**src/tpsr_pkg.sv**
```systemverilog
// Shared constants, corner tables and controller/datapath command types for the
// linear tetrahedron stiffness and residual core. No dependencies.
package tpsr_pkg;

   localparam int COORD_W         = 16;
   localparam int VAL_W           = 32;
   localparam int COND_W          = 32;
   localparam int ENTRY_W         = 48;
   localparam int COORD_FRAC_BITS = 8;
   localparam int OUT_FRAC_BITS   = 24;
   localparam int COND_FRAC_BITS  = 16;
   localparam logic [COND_W-1:0] COND_RESET = 32'h0001_0000;

   localparam logic [1:0] LAST_CORNER = 2'd3;

   // internal widths
   localparam int DIFF_W    = COORD_W + 1;
   localparam int COF_W     = 2 * DIFF_W + 1;
   localparam int SIX_W     = DIFF_W + COF_W + 2;
   localparam int S_W       = 2 * COF_W + 2;
   localparam int MUL_W     = 37;
   localparam int PROD_W    = 2 * MUL_W;
   localparam int S_SPLIT   = 36;
   localparam int KE_SPLIT  = 24;
   localparam int NUM_RAW_W = S_W + COND_W;
   localparam int NUM_SHIFT = OUT_FRAC_BITS - COND_FRAC_BITS;
   localparam int NUM_W     = NUM_RAW_W + NUM_SHIFT;
   localparam int ACC_W     = NUM_RAW_W + 2;
   localparam int DIV_CNT_W = $clog2(NUM_W);
   localparam int NUM_PAIRS = 10;
   localparam int PAIR_W    = $clog2(NUM_PAIRS);

   // opposite-face corners per node
   localparam logic [1:0] CORNER_J [4] = '{2'd1, 2'd0, 2'd0, 2'd0};
   localparam logic [1:0] CORNER_K [4] = '{2'd3, 2'd2, 2'd3, 2'd1};
   localparam logic [1:0] CORNER_L [4] = '{2'd2, 2'd3, 2'd1, 2'd2};

   // upper triangle of the symmetric matrix
   localparam logic [1:0] PAIR_I [NUM_PAIRS] =
      '{2'd0, 2'd0, 2'd0, 2'd0, 2'd1, 2'd1, 2'd1, 2'd2, 2'd2, 2'd3};
   localparam logic [1:0] PAIR_J [NUM_PAIRS] =
      '{2'd0, 2'd1, 2'd2, 2'd3, 2'd1, 2'd2, 2'd3, 2'd2, 2'd3, 2'd3};

   typedef enum logic [3:0] {
      PH_NONE,
      PH_COF,
      PH_MIN,
      PH_VOL,
      PH_ABS,
      PH_DEN,
      PH_KS,
      PH_KABS,
      PH_KN,
      PH_DIV,
      PH_FIN,
      PH_RES,
      PH_RABS,
      PH_ROUT
   } phase_type;

   typedef struct packed {
      phase_type  phase;
      logic       capture;
      logic [1:0] i;
      logic [1:0] j;
      logic [1:0] t;
      logic       h;
   } cmd_type;

endpackage

```
**src/tpsr_ctrl.sv**
```systemverilog
// Sequencer for the stiffness core: steps the datapath through cofactors,
// volume, matrix entries (with long division) and residual rows. Uses tpsr_pkg.
module tpsr_ctrl (
   input  logic                 clock,
   input  logic                 reset,
   input  logic                 start,
   input  logic [1:0]           req_node_index,
   output logic                 busy,
   output tpsr_pkg::cmd_type    cmd
);

   typedef enum logic [4:0] {
      S_IDLE, S_COF, S_MIN, S_MGAP, S_VOL, S_VGAP, S_ABS, S_DEN,
      S_KS, S_KSW, S_KABS, S_KN, S_KNW, S_DIV, S_FIN,
      S_RES, S_RGAP, S_RABS, S_ROUT
   } state_type;

   state_type                        state_ff;
   logic                             busy_ff;
   logic [1:0]                       i_ff;
   logic [1:0]                       j_ff;
   logic [1:0]                       t_ff;
   logic                             h_ff;
   logic [tpsr_pkg::PAIR_W-1:0]      p_ff;
   logic [tpsr_pkg::DIV_CNT_W-1:0]   n_ff;
   tpsr_pkg::phase_type              phase;

   assign busy = busy_ff;

   always_comb begin
      unique case (state_ff)
         S_COF:   phase = tpsr_pkg::PH_COF;
         S_MIN:   phase = tpsr_pkg::PH_MIN;
         S_VOL:   phase = tpsr_pkg::PH_VOL;
         S_ABS:   phase = tpsr_pkg::PH_ABS;
         S_DEN:   phase = tpsr_pkg::PH_DEN;
         S_KS:    phase = tpsr_pkg::PH_KS;
         S_KABS:  phase = tpsr_pkg::PH_KABS;
         S_KN:    phase = tpsr_pkg::PH_KN;
         S_DIV:   phase = tpsr_pkg::PH_DIV;
         S_FIN:   phase = tpsr_pkg::PH_FIN;
         S_RES:   phase = tpsr_pkg::PH_RES;
         S_RABS:  phase = tpsr_pkg::PH_RABS;
         S_ROUT:  phase = tpsr_pkg::PH_ROUT;
         default: phase = tpsr_pkg::PH_NONE;
      endcase
   end

   always_comb begin
      cmd.phase   = phase;
      cmd.capture = start & ~busy_ff;
      cmd.t       = t_ff;
      cmd.h       = h_ff;
      if (state_ff == S_KS || state_ff == S_KSW || state_ff == S_KABS ||
          state_ff == S_KN || state_ff == S_KNW || state_ff == S_DIV ||
          state_ff == S_FIN) begin
         cmd.i = tpsr_pkg::PAIR_I[p_ff];
         cmd.j = tpsr_pkg::PAIR_J[p_ff];
      end else begin
         cmd.i = i_ff;
         cmd.j = j_ff;
      end
   end

   always_ff @(posedge clock) begin
      if (reset) begin
         state_ff <= S_IDLE;
         busy_ff  <= 1'b0;
         i_ff     <= '0;
         j_ff     <= '0;
         t_ff     <= '0;
         h_ff     <= 1'b0;
         p_ff     <= '0;
         n_ff     <= '0;
      end else begin
         unique case (state_ff)
            S_IDLE: begin
               if (start && req_node_index == tpsr_pkg::LAST_CORNER) begin
                  state_ff <= S_COF;
                  busy_ff  <= 1'b1;
                  i_ff     <= '0;
                  j_ff     <= '0;
                  t_ff     <= '0;
                  h_ff     <= 1'b0;
                  p_ff     <= '0;
               end
            end
            S_COF: begin
               h_ff <= ~h_ff;
               if (h_ff) begin
                  if (t_ff == 2'd2) begin
                     t_ff <= '0;
                     if (i_ff == 2'd3) begin
                        state_ff <= S_MIN;
                        i_ff     <= '0;
                     end else begin
                        i_ff <= i_ff + 2'd1;
                     end
                  end else begin
                     t_ff <= t_ff + 2'd1;
                  end
               end
            end
            S_MIN: begin
               h_ff <= ~h_ff;
               if (h_ff) begin
                  if (t_ff == 2'd2) begin
                     t_ff     <= '0;
                     state_ff <= S_MGAP;
                  end else begin
                     t_ff <= t_ff + 2'd1;
                  end
               end
            end
            S_MGAP: state_ff <= S_VOL;
            S_VOL: begin
               if (t_ff == 2'd2) begin
                  t_ff     <= '0;
                  state_ff <= S_VGAP;
               end else begin
                  t_ff <= t_ff + 2'd1;
               end
            end
            S_VGAP: state_ff <= S_ABS;
            S_ABS:  state_ff <= S_DEN;
            S_DEN:  state_ff <= S_KS;
            S_KS: begin
               if (t_ff == 2'd2) begin
                  t_ff     <= '0;
                  state_ff <= S_KSW;
               end else begin
                  t_ff <= t_ff + 2'd1;
               end
            end
            S_KSW:  state_ff <= S_KABS;
            S_KABS: begin
               state_ff <= S_KN;
               h_ff     <= 1'b0;
            end
            S_KN: begin
               h_ff <= ~h_ff;
               if (h_ff) state_ff <= S_KNW;
            end
            S_KNW: begin
               state_ff <= S_DIV;
               n_ff     <= '0;
            end
            S_DIV: begin
               if (n_ff == tpsr_pkg::DIV_CNT_W'(tpsr_pkg::NUM_W - 1)) begin
                  state_ff <= S_FIN;
               end else begin
                  n_ff <= n_ff + 1'b1;
               end
            end
            S_FIN: begin
               if (p_ff == tpsr_pkg::PAIR_W'(tpsr_pkg::NUM_PAIRS - 1)) begin
                  state_ff <= S_RES;
                  p_ff     <= '0;
                  i_ff     <= '0;
                  j_ff     <= '0;
                  h_ff     <= 1'b0;
               end else begin
                  p_ff     <= p_ff + 1'b1;
                  state_ff <= S_KS;
               end
            end
            S_RES: begin
               h_ff <= ~h_ff;
               if (h_ff) begin
                  if (j_ff == 2'd3) begin
                     j_ff     <= '0;
                     state_ff <= S_RGAP;
                  end else begin
                     j_ff <= j_ff + 2'd1;
                  end
               end
            end
            S_RGAP: state_ff <= S_RABS;
            S_RABS: state_ff <= S_ROUT;
            S_ROUT: begin
               if (i_ff == 2'd3) begin
                  state_ff <= S_IDLE;
                  busy_ff  <= 1'b0;
                  i_ff     <= '0;
               end else begin
                  i_ff     <= i_ff + 2'd1;
                  state_ff <= S_RES;
               end
            end
            default: state_ff <= S_IDLE;
         endcase
      end
   end

endmodule

```
**config.mk**
```make
export PLATFORM = sky130hd
export DESIGN_NAME = tpsr_ctrl
export DESIGN_NICKNAME = d
export VERILOG_FILES = /design/src/tpsr_pkg.sv /design/src/tpsr_ctrl.sv
export SDC_FILE = /design/constraint.sdc
export NUM_CORES = 1
export LEC_CHECK = 0
export BUFFER_PORTS_ARGS = -buffer_cell sky130_fd_sc_hd__buf_2
export CAP_MARGIN = 40
export CORE_MARGIN = 1.5
export CORE_UTILIZATION = 64
export DETAILED_ROUTE_END_ITERATION = 6
export PLACE_DENSITY = 0.82
export SETUP_SLACK_MARGIN = 0.2
export SYNTH_ARGS = -nofsm -noshare
export SYNTH_HDL_FRONTEND = slang
export SYNTH_SLANG_ARGS = --single-unit
```
**constraint.sdc**
```tcl
create_clock -name clock -period 5.08 [get_ports clock]
set_input_delay 0.508 -clock clock [delete_from_list [all_inputs] [get_ports clock]]
set_output_delay 0.508 -clock clock [all_outputs]
set_load 0.02 [all_outputs]
```
Word level (Yosys, flattened, before mapping)
Memories as Yosys holds them, arrays and structs flattened. A register that Yosys moved wholly into a read port is not among the register bits.
Index checks and enable logic that the tools add are counted.
{"block": "word_totals", "romBits": 192, "ff_bits": 24, "ramBits": 0, "latchBits": 0, "n_memories": 3, "out_inout_bits": 13, "input_bits": 5}
{"memory": "(name not given)", "depth": 32, "word_bits": 4, "read_ports": 1, "rd_clocked_by_memory_dff": 1, "write_ports": 0, "line": "tpsr_ctrl.sv:31", "source": "unique case (state_ff)"}
{"memory": "(name not given)", "depth": 16, "word_bits": 2, "read_ports": 1, "rd_clocked_by_memory_dff": 0, "write_ports": 0, "line": "tpsr_ctrl.sv:58", "source": "cmd.j = tpsr_pkg::PAIR_J[p_ff];"}
{"memory": "(name not given)", "depth": 16, "word_bits": 2, "read_ports": 1, "rd_clocked_by_memory_dff": 0, "write_ports": 0, "line": "tpsr_ctrl.sv:57", "source": "cmd.i = tpsr_pkg::PAIR_I[p_ff];"}
{"block": "op_classes", "n_mul": 0, "mux": 45, "shift": 0, "eq_ne": 40, "div": 0, "bitwise": 4, "n_lt_le_gt_ge": 1, "addsub": 5, "n_reduce_logical": 26}
{"cell": "$pmux W5 S19", "n": 1}
{"cell": "$mux W5", "n": 14}
{"cell": "$eq A5 B4 Y1 const B", "n": 8}
{"cell": "$mux W2", "n": 13}
{"cell": "$ne A2 B2 Y1 const B", "n": 12}
{"cell": "$eq A5 B3 Y1 const B", "n": 4}
{"cell": "$mux W4", "n": 4}
{"cell": "$eq A5 B5 Y1 const B", "n": 3}
{"cell": "$pmux W7 S2", "n": 1}
{"cell": "$pmux W2 S3", "n": 2}
{"cell": "$reduce_and A12 Y1", "n": 1}
{"cell": "$eq A5 B2 Y1 const B", "n": 2}
{"cell": "$reduce_and A3 Y1", "n": 3}
{"cell": "$eq A2 B2 Y1 const B", "n": 4}
{"cell": "$ne A2 B1 Y1 const B", "n": 4}
{"cell": "$pmux W2 S4", "n": 1}
{"cell": "$pmux W4 S2", "n": 1}
{"cell": "$reduce_bool A4 Y1", "n": 2}
{"cell": "$add A7 B1 Y7 const B", "n": 1}
{"cell": "$eq A7 B7 Y1 const B", "n": 1}
{"cell": "$mux W7", "n": 1}
{"cell": "$add A2 B1 Y2 const B", "n": 3}
{"cell": "$logic_or A1 B1 Y1", "n": 6}
{"cell": "$reduce_bool A2 Y1", "n": 3}
{"cell": "other kinds (19)", "n": 26}

Logic depth before layout (Yosys ltp)
{"block": "depth", "ltp_word": 8, "mapped_depth": 12, "depth_no_buf": 11}

Worst setup path before layout
OpenSTA, ideal clock, no wires.
{"block": "synth_timing", "path_type": "flip-flop to flip-flop", "startpoint": "register state_ff[4]", "endpoint": "register phase[2] (netlist name)", "path_stages_with_launch": 12, "slack_ns": 2.269, "path_buffers": 2, "required_time_ns": 4.958, "t_arrival_ns": 2.689, "synth_period_minus_slack_ns": 2.811, "setup_ns": 0.122, "path_cell_list": "dfxtp_1 > buf_2 > or4_4 > nand2b_4 > o2111ai_2 > buf_6 > nor2_1 > a211oi_1 > inv_1 > ha_1 > o21a_1 > a221o_1"}
{"block": "synth_via", "elab_chain_cells": 5, "word_cells_on_any_way": 35, "cone_classes": "eq/ne: 30; mux: 3; reduce/logical: 2"}
{"item": "start: declaration", "line": "tpsr_ctrl.sv:18", "source": "state_type state_ff;"}
{"item": "start signal: assignment", "line": "tpsr_ctrl.sv:67", "source": "state_ff <= S_IDLE;"}
{"item": "start signal: assignment", "line": "tpsr_ctrl.sv:79", "source": "state_ff <= S_COF;"}
{"item": "start signal: assignment", "line": "tpsr_ctrl.sv:94", "source": "state_ff <= S_MIN;"}
{"item": "$eq A5 B4 Y1, or another cell as far along", "line": "tpsr_ctrl.sv:76", "source": "unique case (state_ff)"}
{"item": "$ne A2 B2 Y1 (no source line) or $ne A2 B1 Y1 (tied branches)"}
{"item": "$reduce_and A12 Y1 (no source line)"}
{"item": "$mux W5 (no source line) * (2 in series)"}
Mark *: on every way between the ends. The rest lies on a longest branch, timed or not.
A chain may end at the register's enable or synchronous reset.

Worst setup path after layout
{"block": "layout_timing", "startpoint": "register state_ff[3]", "endpoint": "register phase[2] (netlist name)"}
{"block": "layout_via", "elab_chain_cells": 5, "word_cells_on_any_way": 35, "cone_classes": "eq/ne: 30; mux: 3; reduce/logical: 2"}
{"item": "$eq A5 B4 Y1, or another cell as far along", "line": "tpsr_ctrl.sv:76"}
{"item": "$ne A2 B2 Y1 (no source line) or $ne A2 B1 Y1 (tied branches)"}
{"item": "$reduce_and A12 Y1 (no source line)"}
{"item": "$mux W5 (no source line) * (2 in series)"}
Marked as above.

==> metrics.sh <==
OUTCOME='finished clean'
FIRST_PASS_ITERS=4
NUMBER_OF_ANTENNA_VIOLATIONS_AT_THE_FIRST_CHECK_IN_GLOBAL_ROUTING=0
HPWLAFTERDP_MM=3.12
SYNTH_AREA_LEADER_CELL='sky130_fd_sc_hd__dfxtp_1'
GRT_MAX_DEGREE=28
FP.DIEH_UM=58.9
CRITPATHSLOWESTCELL='sky130_fd_sc_hd__dfxtp_1'
SYNTH-SEQ-CELLS=28
GROUTE.USAGE.OVERALL_PCT=26.9
YS.FLOP_TYPE='sky130_fd_sc_hd__dfxtp_1'
IR_WORST_VDD_mV=0.190
SYNTHTOPCELLSBYAREA='sky130_fd_sc_hd__dfxtp_1, sky130_fd_sc_hd__ha_1, sky130_fd_sc_hd__nor2_1'
VIAS=1841
CTS-HTREE-LEVELS=1
DRV_SLEW=0
ROW_COUNT=20
FINALCLOCKSKEW_PS=9.11
R2R-END='phase[2]'
VIAS_PER_CELL=6.22
ANTENNA_VIOLATING_NETS_POST_ROUTE=0
POST_DP_CELL_AREA_MM2=0.00204
SYNTH_TOP_CELL_AREA_SHARE_PCT=28.1
TRITONCTS.NUM_BUFFERS=3
CLK-INSERTION-DELAY-LATE_PS=340
FIN_AREA_MM2=0.00207
CP_MAX_FO=21
STARTING_UTILIZATION_OF_THE_CORE_AREA_PCT=66.5
MIN_DELAY_WORST_ENDPOINT='j_ff[1]'
SYNTHESIS.AREA_MM2=0.00200
CP-STARTPOINT='state_ff[3]'
RSZ0062_AT_GRT='no'
FILLERINSTANCES=272
YS_WARN_COUNT=0
POWER.LEAKAGE_nW=0.805
DRT_DRC_VIOLATIONS_LEFT=0
CRITPATHLAUNCHTYPE='flip-flop'
POST_SYN_NETS=273
NETLIST_INSTANCES=259
TNS_PS=0
CTS.REPAIR.RESIZED=0
GR-TOTAL-OVERFLOW=0
AVGSYNTHCELLAREA_UM2=7.71
CTS_POST_SETUP_BUFFERS_INSERTED=0
ANTENNA-DIODE-COUNT=0
TIMING.MAX_SLEW.REL_SLACK_PCT=46.0
TIMING.CRITICAL_PATH.ARRIVAL_PS=3800
PLACE.PORT_BUFFERS=17
CP-END-KIND='flip-flop'
REG2REG_SETUP_SLACK_PS=1530
FIN_CRIT_SH_PCT=69.8
POWER.TOTAL_mW=0.723
CLOCKROOTBUFFER='sky130_fd_sc_hd__clkbuf_4'
DETAIL_ROUTE.ITER0.VIOLATIONS=122
WORST_HOLD_STARTPOINT='j_ff[1]'
NUMBER_OF_FLOPS_MAPPED_TO_ENABLE_CELLS_BY_YOSYS=0
MAX_STAGE_DELAY_PS=780
ASYNCSETRESETFLOPFRACSYNTH_PCT=0
DIE_X_UM=58.9
CRITICAL_PATH.CELL_CHAIN='xnor2_1, a211o_1, or3_1, o2111ai_2, nor2_1, a211oi_1, inv_1, ha_1, o21a_1, a221o_1'
DRIVE_GT1_SHARE_PCT=12.5
TRITONCTS='built'
MAXCAPVIOLCOUNT=0
GRT_PASS1_VIAS=1675
PLACER_CONGESTION_ESTIMATE=0.992
FMAX_GHz=0.282
WORST_EP_REQUIRED_TIME_PS=5330
CLOCK_SINKS=28
ROUTED_WIRELENGTH_MM=4.32
FINISH.NET_COUNT=278
SYNTH_SEQUENTIAL_AREA_RATIO_PCT=28.1
POWER_PER_CELL_AREA_mW_PER_MM2=349
FP.DIEAREA_MM2=0.00346
AVGROUTEDWIREPERCELL_UM=14.6
CRIT_PATH_CLASS='flip-flop to flip-flop'
POST_CTS_HOLD_BUFFER_COUNT=0
SYN2LAYOUT_AREA_GROWTH_PCT=3.88
FINAL-SETUP-VIOL-COUNT=0
FINAL_PERIOD_MINUS_WORST_SETUP_SLACK_PS=3550
CLK_TRANSITION_REPORTED_PATHS_PS=160
RR_STARTPOINT='state_ff[3]'
WORST_PIN_SLEW_PS=803
NETLIST-CELL-TYPE-COUNT=59
CORE_AREA_MM2=0.00300
GRT_FIRST_PASS_WIRELENGTH_MM=7.38
WORST_HOLD_PATH_TYPE='flip-flop to flip-flop'
FINALHOLDVIOLATIONS=0
LONGEST_CLK_PATH_BUFS=2
IO_PINS=18
MIN_PATH_CELLS=2
RR_WORST_DEPTH=10
-- worst max-delay path, delay by kind of cell, from the launching register on --
| family | cells | cell delay, ps |
|---|---|---|
| fa+ha+maj | 1 | 240 |
| simple gates | 2 | 490 |
| flops | 1 | 780 |
| buf+inv | 1 | 140 |
| xor+xnor | 1 | 190 |
| compound gates | 5 | 1620 |
-- layout make-up --
cell class | instances | area, µm² | area share (%)
multi-input cells | 201 | 1300 | 62.8
flip-flops and latches | 28 | 561 | 27.0
repair buffers | 17 | 85.1 | 4.10
inverters | 13 | 48.8 | 2.35
well taps | 33 | 41.3 | 1.99
clock buffers | 4 | 36.3 | 1.75
-- registers in the layout (all words and copies together), names as in the netlist --
register  cells
phase         4
p_ff          4
busy          1
t_ff          2
n_ff          7
i_ff          2
state_ff      5
j_ff          2
h_ff          1
-- Yosys cell counts (all sizes together) (4+ instances only) --
cell type / n
a21oi: 20
a22oi: 5
a31oi: 4
buf: 10
clkbuf: 7
dfxtp: 28
ha: 9
inv: 13
mux2i: 11
nand2: 24
nand3: 5
nand4: 4
nor2: 31
nor2b: 7
nor3: 5
o21ai: 15
o31ai: 5
or2: 5
xnor2: 5
-- worst max-delay path by stage --
stage / end / slack, ps / depth (start not counted)
final: phase[2] / 1530 / 10
after detailed placement: phase[2] / 1580 / 10
after floorplan: phase[2] / 2270 / 11
after global placement: phase[0] / 1690 / 10
after global routing: phase[0] / 1210 / 10
after CTS: phase[2] / 1560 / 10
-- where the power goes --
| group | switching, mW | total [mW] | leakage, nW | internal [mW] |
|---|---|---|---|---|
| logic | 0.193 | 0.326 | 0.557 | 0.133 |
| registers | 0.0455 | 0.285 | 0.226 | 0.239 |
| clock network | 0.0680 | 0.112 | 0.0210 | 0.0440 |
-- per-layer routing --
layer	GRT usage [%]	routed length, µm	vias up
met4	12.3	116	0
met5	0	0	-
met2	44.8	2060	43
met3	2.64	130	13
met1	35.0	2010	843
li1	-	-	942
-- metrics by stage --
step	util [%]	std cells	hold slack, ps	worst slack [ps]
detailed placement	67.9	292	476	1580
global placement	67.9	292	470	1690
floorplan	-	259	449	2270
CTS	69.1	296	498	1560
global route	69.1	296	520	1210
finish	69.1	296	496	1530
-- cells by family after synthesis --
family	count (synthesis)	share of synthesized area, %
flops	28	28.1
buf+inv	30	6.70
compound gates	71	23.7
simple gates	102	26.7
xor+xnor	7	3.07
mux	12	6.08
fa+ha+maj	9	5.64
-- placed cells by master (no fill, tap or decap), drive strengths merged, types with 3 or more instances in the layout --
| cell type | synthesis | layout |
|---|---|---|
| or2 | 5 | 5 |
| ha | 9 | 9 |
| o21ai | 15 | 15 |
| mux2i | 11 | 11 |
| a211oi | 3 | 3 |
| clkbuf | 7 | 4 |
| nand3 | 5 | 5 |
| xnor2 | 5 | 5 |
| dfxtp | 28 | 28 |
| nand2 | 24 | 24 |
| nor2b | 7 | 7 |
| a21oi | 20 | 20 |
| nor2 | 31 | 31 |
| and3 | 3 | 3 |
| a31oi | 4 | 4 |
| buf | 10 | 17 |
| a22oi | 5 | 5 |
| nand4 | 4 | 4 |
| nor3 | 5 | 5 |
| inv | 13 | 13 |
| o31ai | 5 | 5 |
| o2111ai | 3 | 3 |
(Power assumes the default switching activity.)
